<file path="config.mk">
export PLATFORM = sky130hd
export DESIGN_NAME = fpvm_sine
export DESIGN_NICKNAME = d
export VERILOG_FILES = /design/src/sv/assert_macros.svh /design/src/sv/fpvm_pkg.sv /design/src/sv/fpvm_sine.sv
export SDC_FILE = /design/constraint.sdc
export NUM_CORES = 2
export LEC_CHECK = 0
export ABC_CLOCK_PERIOD_IN_PS = 7900
export BUFFER_PORTS_ARGS = -buffer_cell sky130_fd_sc_hd__buf_2
export CAP_MARGIN = 0
export CORE_ASPECT_RATIO = 1.1
export CORE_UTILIZATION = 60
export CTS_CLUSTER_DIAMETER = 100
export DETAILED_ROUTE_END_ITERATION = 16
export GPL_TIMING_DRIVEN = 0
export PLACE_DENSITY = 0.82
export SLEW_MARGIN = 15
export SYNTH_ARGS = -nofsm -noshare
export SYNTH_HDL_FRONTEND = slang
export SYNTH_SLANG_ARGS = --single-unit
</file>
<file path="constraint.sdc">
create_clock -name clock -period 7.9 [get_ports clock]
set_input_delay 0.395 -clock clock [delete_from_list [all_inputs] [get_ports clock]]
set_output_delay 0.395 -clock clock [all_outputs]
set_load 0.03 [all_outputs]
</file>
<file path="src/sv/assert_macros.svh">
// Assertion macros used by the modulator top level.
`ifndef ASSERT_MACROS_SVH
`define ASSERT_MACROS_SVH

// Same-cycle implication, disabled during reset.
`define ASSERT_IMPLIES(label, clk, rst, ante, cons) \
   label: assert property (@(posedge clk) disable iff (rst) (ante) |-> (cons)) \
      else $error("assertion failed");

// Next-cycle implication, disabled during reset.
`define ASSERT_NEXT(label, clk, rst, ante, cons) \
   label: assert property (@(posedge clk) disable iff (rst) (ante) |=> (cons)) \
      else $error("assertion failed");

`endif

</file>
<file path="src/sv/fpvm_pkg.sv">
// Shared types and constants of the phase voltage modulator.
package fpvm_pkg;

   localparam int VS_BITS    = 6;
   localparam int VOLT_SHIFT = 38;
   localparam int U_BITS     = 48;

   // register indexes of the configuration port
   localparam logic CSR_DRIVER_MODE  = 1'b0;
   localparam logic CSR_SUPPLY_VOLTS = 1'b1;

   // sine polynomial coefficients, Q15
   localparam logic [15:0] SIN_A = 16'd51472;
   localparam logic [15:0] SIN_B = 16'd21024;
   localparam logic [11:0] SIN_C = 12'd2320;
   localparam logic [16:0] SIN_CAP = 17'd32768;

   // transform constants, Q15, as positive signed factors
   localparam logic signed [16:0] K_SQRT3_2     = 17'sd28378;
   localparam logic signed [16:0] K_INV_SQRT3   = 17'sd18919;
   localparam logic signed [16:0] K_2_INV_SQRT3 = 17'sd37837;

   typedef enum logic [1:0] {
      SEC_LOW,
      SEC_MID,
      SEC_HIGH
   } sector_type;

   typedef struct packed {
      logic                unipolar;
      logic [VS_BITS-1:0]  vs;
   } cfg_type;

endpackage

</file>
<file path="src/sv/fpvm_sine.sv">
// Four-stage pipelined Q15 sine polynomial on a folded quarter-turn argument.
module fpvm_sine (
   input  logic               clock,
   input  logic [15:0]        t,
   input  logic               neg,
   output logic signed [16:0] sine
);

   logic [15:0] t1_ff, t2a_ff, t2b_ff, t3_ff, t2_1_ff, u1_ff, u2_ff;
   logic        neg1_ff, neg2_ff, neg3_ff;
   logic signed [16:0] sine_ff;

   logic [31:0] sq_in, p2_in, p3_in;
   logic [27:0] p1_in;
   logic [16:0] mag_in;

   always_comb begin
      sq_in  = 32'(t) * 32'(t);
      p1_in  = 28'(fpvm_pkg::SIN_C) * 28'(t2_1_ff);
      p2_in  = 32'(u1_ff) * 32'(t2a_ff);
      p3_in  = 32'(u2_ff) * 32'(t3_ff);
      mag_in = (p3_in[31:15] > fpvm_pkg::SIN_CAP) ? fpvm_pkg::SIN_CAP : p3_in[31:15];
   end

   always_ff @(posedge clock) begin
      // t^2
      t2_1_ff <= sq_in[30:15];
      t1_ff   <= t;
      neg1_ff <= neg;
      // B - C*t^2
      u1_ff   <= fpvm_pkg::SIN_B - 16'(p1_in[27:15]);
      t2a_ff  <= t2_1_ff;
      t2b_ff  <= t1_ff;
      neg2_ff <= neg1_ff;
      // A - t^2*(...)
      u2_ff   <= fpvm_pkg::SIN_A - 16'(p2_in[31:15]);
      t3_ff   <= t2b_ff;
      neg3_ff <= neg2_ff;
      // t*(...)
      sine_ff <= neg3_ff ? -$signed(mag_in) : $signed(mag_in);
   end

   assign sine = sine_ff;

endmodule

</file>
==> impl_results.md <==
* R2r startpoint: u2_ff[10]
* Rows at 82
* Reg2reg path depth at 28
* Slew Viols, Final at 0
* Post-Syn Area per Cell at 9.09 sq um
* Most used DFF post-synth: dfxtp_1
* Routability cong. at 0.958
* H-Tree Depth at 4
* Ant diodes at 0
* Synth cell types at 90
* Drt pass-1 iters at 5
* Proportion of layout cells with a drive suffix above 1 at 5.16%
* Crit path max fanout at 10
* Sequential element share of the synthesized area at 9.32%
* Final worst path period need at 7.64 ns
* Inst Count DP at 3716
* Setup CP Type: reg2reg
* Hold Crit Class: in2reg
* Synth warn at 0
* Number of synthesized register bits at 131
* Detail Route Antenna Nets at 0
* Die height at 229 um
* Synth top area cells: fa_1 39%, ha_1 16%, inv_1 9.5%, dfxtp_1 9.3%, and2_1 5.8%
* Initial DRC count at 1318
* GRT overflow at 0
* Clk sinks at 131
* Initial antenna violation count at 0
* Data arrival time at the worst-slack endpoint at 7.98 ns
* Layout Nets at 4063
* Root Buffer: clkbuf_16
* CTS Buffer Depth at 2
* Vias/cell at 5.60
* Crit start category: register
* Status: finished clean
* Crit. End Element: register
* Core ar. at 45900 sq um
* Pin slew with the least headroom to its limit at 0.968 ns
* Max Cap Viol at 0
* CTS Buf Count at 17
* RSZ-0062 raised after global routing: true
* Final hold viol count at 0
* DR WL/cell at 17.8 um
* WHS Endpoint: neg1_ff
* Min Hold Slack at 0.0395 ns
* Port Buffers at 34
* Final-report setup violation count at 0
* Layout area overhead at 5.73%
* Vias in the first global route at 23.6k
* Area of the multi-input gates at 22500 sq um
* IO Count at 35
* Final Non-Filler Cells at 3749
* Worst path slowest cell: fa_1
* R2R setup slack at 0.26 ns
* Worst skew pair latency at 0.46 ns
* FF+latch area at 2640 sq um
* Post-synth EDFFs at 0
* Tot GR Track Use at 29.9%
* Synthesized area at 28100 sq um
* Syn_nets at 4009
* Full die area at 47800 sq um
* Layout fillers at 3623
* Yosys top cell area share at 38.6%
* Max incr delay on CP at 0.51 ns
* Cells after synthesis at 3094
* Hold Crit Depth at 1
* Worst EP required at 8.24 ns
* Initial Util at 61.3%
* Remaining DRCs at 0
* Worst Hold Launch: neg
* Worst Clk Skew at 0.0198 ns
* Die W at 208 um
* Routed vias at 21.0k
* CTS tree: yes
* Fmax at 131 MHz
* Crit path top cell by count: fa_1
* Largest net degree at the start of global routing at 17
* Max_slew headroom at 35.3%
* HPWL Detailed at 56300 um
* Period utilisation layout at 96.7%
* First-pass GRT wire length at 113000 um
* Synth async-reset ratio at 0%
* Detailed Route WL at 66900 um
* Hold Buf Count CTS at 0
* Synth area leader: fa_1
* Post-route design area at 29700 sq um
* DP Area at 29000 sq um
* Clock slew at reported path FFs at 0.07 ns
* Worst R2R End: sine[14]
[flip-flops by register name, indices dropped and copies added, names as in the netlist]
| register | flops |
|---|---|
| neg1_ff | 1 |
| neg2_ff | 1 |
| neg3_ff | 1 |
| sine | 17 |
| t1_ff | 16 |
| t2_1_ff | 16 |
| t2a_ff | 16 |
| t2b_ff | 16 |
| t3_ff | 16 |
| u1_ff | 15 |
| u2_ff | 16 |
[worst max path at each step]
stage / from / endpoint / slack (ns) / cells after the start
4_1_cts: u2_ff[11] / sine[14] / 0.07 / 28
3_5_place_dp: u2_ff[9] / sine[14] / -0.56 / 28
6_report: u2_ff[10] / sine[14] / 0.26 / 28
3_3_place_gp: u2_ff[10] / sine[14] / -0.51 / 28
5_1_grt: u2_ff[10] / sine[14] / -0.10 / 28
2_1_floorplan: t3_ff[1] / sine[14] / 0.97 / 28
[placed cells by master, fill, tap and decap left out, drive strengths merged, types with 19 or more instances in the layout]
master	instances
inv	720
fa	543
nand2	412
ha	354
and2	263
dfxtp	131
clkbuf	105
nor2	74
a21oi	71
xnor2	52
buf	50
o21ai	41
xor2	33
a21o	33
nor3	24
nand4	19
[cells by family (layout without fill, tap and decap cells)]
| logic type | count (synthesis) | after routing | share of synthesized area [%] |
|---|---|---|---|
| xor gates and xnor gates | 85 | 85 | 2.65 |
| adders and majority gates | 897 | 897 | 54.4 |
| AOI/OAI and AO/OA | 270 | 270 | 6.85 |
| buffers and inverters | 813 | 880 | 10.9 |
| DFF | 131 | 131 | 9.32 |
| muxes | 11 | 11 | 0.436 |
| and+or+nand+nor | 887 | 887 | 15.5 |
[through the flow]
step / setup WS (ns) / utilization [%] / setup TNS [ns]
after global placement: -0.510 / 63.3 / -1.84
after floorplan: 0.970 / - / 0
final: 0.260 / 64.9 / 0
after global routing: -0.102 / 64.9 / -0.102
after CTS: 0.0746 / 64.7 / 0
after detailed placement: -0.559 / 63.3 / -2.27
[what timing repair did]
| action | 4_1_cts | 5_1_grt |
|---|---|---|
| setup buffers | 1 | 0 |
| endpoints found under the setup margin | 8 | 13 |
| gates resized for setup | 24 | 55 |
| pin swaps | 1 | 2 |
[Yosys cell counts, drive strengths merged, types with 5 or more instances]
cell / n
a2111oi: 5
a211o: 5
a211oi: 15
a21o: 33
a21oi: 71
a22oi: 7
a31oi: 9
and2: 263
and3: 9
and4: 5
buf: 8
clkbuf: 95
dfxtp: 131
fa: 543
ha: 354
inv: 710
mux2: 7
nand2: 412
nand2b: 13
nand3: 17
nand4: 19
nor2: 74
nor2b: 11
nor3: 24
o211ai: 12
o21a: 16
o21ai: 41
o21bai: 5
o31ai: 7
or2: 12
or3: 12
xnor2: 52
xor2: 33
[final cells by class]
cell class                      count  area share, %
Tap cell                          588           2.47
Clock inverter                     15          0.530
Timing Repair Buffer               35          0.597
Inverter                          710           8.96
Clock buffer                       17           1.43
Sequential cell                   131           8.87
Multi-Input combinational cell   2150           75.6
Buffer                            103           1.55
[critical path: cells and delay by family (launching register included)]
family / cells / cell delay [ns]
xor gates and xnor gates: 1 / 0.18
buffers and inverters: 5 / 0.54
adders and majority gates: 8 / 3.57
muxes: 2 / 0.32
and+or+nand+nor: 5 / 0.73
AOI/OAI and AO/OA: 7 / 1.69
DFF: 1 / 0.49
[per-layer routing]
| metal | share of wire (%) | up-vias | track usage [%] | routed length, um |
|---|---|---|---|---|
| met2 | 52 | 738 | 55.1 | 34500 |
| met3 | 5.8 | 247 | 3.89 | 3900 |
| met5 | 0 | - | 0 | 0 |
| met1 | 37 | 10500 | 34.3 | 25000 |
| met4 | 5.1 | 0 | 13.6 | 3420 |
| li1 | - | 9570 | - | - |
Power is not shown: default switching activity piles up to over one toggle a cycle in this logic, so the estimate is an artifact.
