`config.mk`:
```
export PLATFORM = sky130hd
export DESIGN_NAME = fpvm_duty
export DESIGN_NICKNAME = d
export VERILOG_FILES = /design/src/sv/assert_macros.svh /design/src/sv/fpvm_pkg.sv /design/src/sv/fpvm_duty.sv
export SDC_FILE = /design/constraint.sdc
export NUM_CORES = 1
export LEC_CHECK = 0
export ABC_AREA = 1
export BUFFER_PORTS_ARGS = -buffer_cell sky130_fd_sc_hd__buf_4
export CORE_MARGIN = 5
export CORE_UTILIZATION = 50
export DETAILED_ROUTE_END_ITERATION = 10
export PLACE_DENSITY = 0.68
export SYNTH_ARGS = -nofsm -noshare
export SYNTH_HDL_FRONTEND = slang
export SYNTH_SLANG_ARGS = --single-unit
```
`constraint.sdc`:
```
create_clock -name clock -period 9.1 [get_ports clock]
set_clock_uncertainty 0.05 [all_clocks]
set_input_delay 1.365 -clock clock [delete_from_list [all_inputs] [get_ports clock]]
set_output_delay 1.365 -clock clock [all_outputs]
set_load 0.01 [all_outputs]
```
`src/sv/assert_macros.svh`:
```
// Assertion macros used by the modulator top level.
`ifndef ASSERT_MACROS_SVH
`define ASSERT_MACROS_SVH

// Same-cycle implication, disabled during reset.
`define ASSERT_IMPLIES(label, clk, rst, ante, cons) \
   label: assert property (@(posedge clk) disable iff (rst) (ante) |-> (cons)) \
      else $error("assertion failed");

// Next-cycle implication, disabled during reset.
`define ASSERT_NEXT(label, clk, rst, ante, cons) \
   label: assert property (@(posedge clk) disable iff (rst) (ante) |=> (cons)) \
      else $error("assertion failed");

`endif

```
`src/sv/fpvm_pkg.sv`:
```
// Shared types and constants of the phase voltage modulator.
package fpvm_pkg;

   localparam int VS_BITS    = 6;
   localparam int VOLT_SHIFT = 38;
   localparam int U_BITS     = 48;

   // register indexes of the configuration port
   localparam logic CSR_DRIVER_MODE  = 1'b0;
   localparam logic CSR_SUPPLY_VOLTS = 1'b1;

   // sine polynomial coefficients, Q15
   localparam logic [15:0] SIN_A = 16'd51472;
   localparam logic [15:0] SIN_B = 16'd21024;
   localparam logic [11:0] SIN_C = 12'd2320;
   localparam logic [16:0] SIN_CAP = 17'd32768;

   // transform constants, Q15, as positive signed factors
   localparam logic signed [16:0] K_SQRT3_2     = 17'sd28378;
   localparam logic signed [16:0] K_INV_SQRT3   = 17'sd18919;
   localparam logic signed [16:0] K_2_INV_SQRT3 = 17'sd37837;

   typedef enum logic [1:0] {
      SEC_LOW,
      SEC_MID,
      SEC_HIGH
   } sector_type;

   typedef struct packed {
      logic                unipolar;
      logic [VS_BITS-1:0]  vs;
   } cfg_type;

endpackage

```
`src/sv/fpvm_duty.sv`:
```
// Phase voltage to duty: offset (bipolar mode only), scale, then a pipelined divide by the supply.
module fpvm_duty #(
   parameter int DUTY_BITS = 8
) (
   input  logic                                 clock,
   input  logic signed [fpvm_pkg::U_BITS-1:0]   volt,
   input  fpvm_pkg::cfg_type                    cfg,
   output logic [DUTY_BITS-1:0]                 duty
);

   localparam int UB = fpvm_pkg::U_BITS;
   localparam int NW = UB + DUTY_BITS;
   localparam int MW = NW - fpvm_pkg::VOLT_SHIFT;
   localparam int VB = fpvm_pkg::VS_BITS;

   logic signed [UB-1:0] full_in, p_in;
   logic [UB-1:0]        pu_in;
   logic [NW-1:0]        n_in;
   logic [MW-1:0]        m_in;
   logic                 sat_in;

   logic [VB-1:0]        rem_ff [0:DUTY_BITS];
   logic [DUTY_BITS-1:0] mlo_ff [0:DUTY_BITS];
   logic [DUTY_BITS-1:0] q_ff   [0:DUTY_BITS];
   logic                 sat_ff [0:DUTY_BITS];
   logic [VB-1:0]        vs_ff  [0:DUTY_BITS];

   always_comb begin
      full_in = $signed(UB'(cfg.vs) << fpvm_pkg::VOLT_SHIFT);
      p_in    = cfg.unipolar ? volt : volt + full_in;
      pu_in   = p_in[UB-1] ? '0 : UB'(p_in);
      // p * (2^D - 1) without a multiplier
      n_in    = (NW'(pu_in) << DUTY_BITS) - NW'(pu_in);
      m_in    = cfg.unipolar ? MW'(n_in >> fpvm_pkg::VOLT_SHIFT)
                             : MW'(n_in >> (fpvm_pkg::VOLT_SHIFT + 1));
      sat_in  = m_in[MW-1:DUTY_BITS] >= (MW-DUTY_BITS)'(cfg.vs);
   end

   always_ff @(posedge clock) begin
      rem_ff[0] <= sat_in ? '0 : m_in[DUTY_BITS+VB-1:DUTY_BITS];
      mlo_ff[0] <= m_in[DUTY_BITS-1:0];
      q_ff[0]   <= '0;
      sat_ff[0] <= sat_in;
      vs_ff[0]  <= cfg.vs;
   end

   // one quotient bit per stage, MSB first
   for (genvar k = 0; k < DUTY_BITS; k++) begin : g_div
      logic [VB:0]   cand_in;
      logic          ge_in;
      logic [VB-1:0] rem_in;

      always_comb begin
         cand_in = {rem_ff[k], mlo_ff[k][DUTY_BITS-1-k]};
         ge_in   = cand_in >= {1'b0, vs_ff[k]};
         rem_in  = ge_in ? VB'(cand_in - {1'b0, vs_ff[k]}) : cand_in[VB-1:0];
      end

      always_ff @(posedge clock) begin
         rem_ff[k+1] <= rem_in;
         mlo_ff[k+1] <= mlo_ff[k];
         q_ff[k+1]   <= {q_ff[k][DUTY_BITS-2:0], ge_in};
         sat_ff[k+1] <= sat_ff[k];
         vs_ff[k+1]  <= vs_ff[k];
      end
   end

   assign duty = sat_ff[DUTY_BITS] ? '1 : q_ff[DUTY_BITS];

endmodule

```
==> results.txt <==
* Chip width: approximately 160 µm
- Of the synthesized area, sequential elements account for 0.334.
- Placed cell area: around 0.011 mm²
* Area grow syn2layout: 12.0%
- Post-synth top flop: sky130_fd_sc_hd__dfxtp_1
- EDFF count, synth: 0
* Via count normalized by instance count: ~5.2
- Max-cap violations in this run came to 0.
* Clock tree from TritonCTS: built
- CP Capture Type: register
- In this run the count of I/O pins placed on the die edge is 64.
- Share of cells above drive strength 1: 0.130
* Clock latency of the later-clocked register in the worst-skew pair: between 0.4 and 0.5 ns
- Initial antenna violation count: 0
- Slew at the pin closest to its max-slew limit: 0.684 ns
- Endpoint of the worst-slack reg-to-reg timing path: rem_ff[0][9]$_DFF_P_
- The floorplan has 53 rows.
- Fin. max-slew vios: 0
- The worst-case IR drop observed on VDD is 0.000156 V.
* # DRC: 0
- Required time of the critical path: about 9.4 ns
* Tightest slew margin relative to the limit: 0.544
- Setup_tns: 0 ns
- Total number of H-tree levels: 4
- Count of buffers inserted at the top-level ports: 63
* Final setup violation count: 0
- After detailed placement, the design holds a cell count of ~1800.
- Counting every instance in the synthesized netlist gives 1462.
- Synthesized net count: around 1600
* Largest buffer count on any clock path: 2
- The Yosys step of the flow raised 0 warnings.
- Overall power consumption after layout is estimated at about 3 mW.
* Post-cts hold buffer count: 0
* Number of buffers created by CTS: 17
- The run finished with clean final reports.
* WL final: between 20000 and 30000 µm
- Iteration count of the initial detailed-routing pass: 7
- Starting density of the core: 0.507
- Final WS setup: 2.13 ns
* CP endpoint: rem_ff[0][3]$_SDFF_PP0_
- At the end of routability-driven placement, the weighted congestion stood at 1.07.
* Final core occ: 0.568
* Worst hold-check slack: around 0.26 ns
- CTS clk-pin slew, worst paths: ~0.070 ns
* Worst hold path depth: 0
* Total power density per cell area: 250 mW/mm²
- The detailed router finished its first iteration with between 500 and 600 violations.
* Top-area cell type share of the netlist area: 0.334
* FF+latch count, synth: around 180
- Data arrival time of the critical path: ~7.3 ns
- CTS saw between 150 and 200 sinks.
- The total area inside the core boundary comes to 0.0210 mm².
- Setup slack on the worst reg-to-reg path comes out at roughly 6.6 ns.
* Final layout net count: 1668
- Buffer cell driving the clock tree root: sky130_fd_sc_hd__clkbuf_16
- Top area cells in the synthesized netlist: sky130_fd_sc_hd__dfxtp_1 33%, sky130_fd_sc_hd__nand2_1 11%, sky130_fd_sc_hd__ha_1 9.8%, sky130_fd_sc_hd__inv_1 8.3%, sky130_fd_sc_hd__nor2_1 5.3%
- After synthesis the cells add up to roughly 0.011 mm².
- Total via count in the routed design: between 9000 and 10000
* Path class of the lowest-slack min-delay path: reg -> reg
* Kind of launch point of the worst setup path: input pin
- Post-CTS repair changed the size of 0 cells.
- Launch point of the critical path: volt[42]
* Antenna-violating nets left: 0
- Place WS: 1.76 ns
* Crit path top cell by count: sky130_fd_sc_hd__nand2_1
- Entering global routing, the biggest net connects 48 pins.
* Library cell with the largest summed area after synthesis: sky130_fd_sc_hd__dfxtp_1
* Post-CTS setup buffer count: 0
- Path depth of the worst reg2reg path: 9
* Post-detail-place hpwl: 21500 µm
- After synthesis, the mean cell area works out to approximately 7.3 µm².
- First-pass GRT wire length: between 40000 and 50000 µm
- Post-DR wirelength/cell: 14.1 µm
* Static Leak: 6.15 nW
* Top fanout value on the critical path: 47
- Global route total overflow: 0
- Number of cells in the finished layout apart from fillers: ~1800
- Via count of the first global-routing pass: approximately 9000
* Synth async-reset ratio: 0
- Startpoint of the most critical register-to-register path: vs_ff[0][2]$_DFF_P_
- Post-synth cell types: 50
- The number of hold-slack violations in the final timing report was 0.
* Unrepaired setup endpoints after global routing: false
- On the worst path, the slowest cell contributes a delay of 0.55 ns.
* Period Utilization, post-route: 0.766
- For this run, the top clock speed supported by timing is ~0.14 GHz.
* Total GRT Usage: 0.216
- The critical path in this run is classified as in -> reg.
- The floorplan step set the die height to 156 µm.
- Overall die area: 0.0243 mm²
- Diodes inserted: 0
- After routing the design area is 0.0119 mm².
- CP max-delay cell: sky130_fd_sc_hd__buf_4
- Counting I/O delays and the setup requirement, the final critical path takes between 6 and 7 ns.
worst max-delay path: cells and delay by family:
family / cells / cell delay (ns)
and+or+nand+nor: 20 / 2.75
buffers and inverters: 5 / 1.32
adders and majority gates: 3 / 0.98
AOI/OAI and AO/OA: 6 / 0.86
cell type report:
class,count,area [µm²]
Inverter,249,935
Fill cell,2089,9060
Multi-Input combinational cell,1012,5950
Clock inverter,15,218
Timing Repair Buffer,64,480
Tap cell,275,344
Clock buffer,17,425
Sequential cell,177,3540
metal layers:
layer / vias up / GRT usage / share of wire
met1: 4270 / 0.261 / 0.42
met5: - / 0 / 0
li1: 4796 / - / -
met4: 0 / 0.103 / 0.041
met3: 68 / 0.0239 / 0.041
met2: 250 / 0.382 / 0.49
cells in the mapped netlist, drive strengths merged (4+ instances only):
master  instances
or3b            6
nor3           23
dfxtp         177
inv           248
fa              8
nand3          75
or2            10
clkbuf          9
ha             83
xor2           23
o21bai         19
nor2          174
a21boi          5
o211ai          5
xnor2          13
o21a           10
a31oi           4
buf            15
nand2         334
a21oi         101
nand4          50
o21ai          60
logic make-up after synthesis:
group | share of synthesized area
xor+xnor | 0.0297
flops | 0.334
fa+ha+maj | 0.113
compound gates | 0.111
simple gates | 0.305
mux | 0.00200
buf+inv | 0.106
placed cells by master, fill, tap and decap left out, drive strengths merged, types with 6 or more instances in the layout:
master | netlist | layout
o21bai | 19 | 19
or2 | 10 | 10
or3b | 6 | 6
dfxtp | 177 | 177
nand3 | 75 | 75
inv | 248 | 256
ha | 83 | 83
fa | 8 | 8
a21oi | 101 | 101
xnor2 | 13 | 13
o21a | 10 | 10
xor2 | 23 | 23
o21ai | 60 | 60
nor2 | 174 | 174
clkbuf | 9 | 17
buf | 15 | 64
nand2 | 334 | 334
nand4 | 50 | 50
nor3 | 23 | 23
where the power goes:
part / switching (mW) / internal, mW / total, mW / leakage (nW)
clock: 0.303 / 0.468 / 0.771 / 0.306
sequential: 0.0867 / 1.03 / 1.12 / 1.49
combinational: 0.653 / 0.435 / 1.09 / 4.36
total: 1.04 / 1.93 / 2.98 / 6.15
worst min-delay path by stage:
stage / startpoint / slack [ns] / end
2_1_floorplan: mlo_ff[0][2]$_DFF_P_ / 0.26 / mlo_ff[0][10]$_DFF_P_
3_3_place_gp: sat_ff[0][7]$_DFF_P_ / 0.26 / sat_ff[0][8]$_DFF_P_
3_5_place_dp: q_ff[0][42]$_DFF_P_ / 0.26 / q_ff[0][51]$_DFF_P_
4_1_cts: q_ff[0][44]$_DFF_P_ / 0.27 / q_ff[0][53]$_DFF_P_
5_1_grt: q_ff[0][25]$_DFF_P_ / 0.28 / q_ff[0][34]$_DFF_P_
6_report: mlo_ff[0][4]$_DFF_P_ / 0.26 / mlo_ff[0][12]$_DFF_P_
flip-flops by register name, indices dropped and copies added, names as in the netlist:
| name | flops |
|---|---|
| rem_ff | 48 |
| vs_ff | 48 |
| mlo_ff | 36 |
| q_ff | 36 |
| sat_ff | 9 |
No activity file was read; power rests on OpenSTA's default activity.
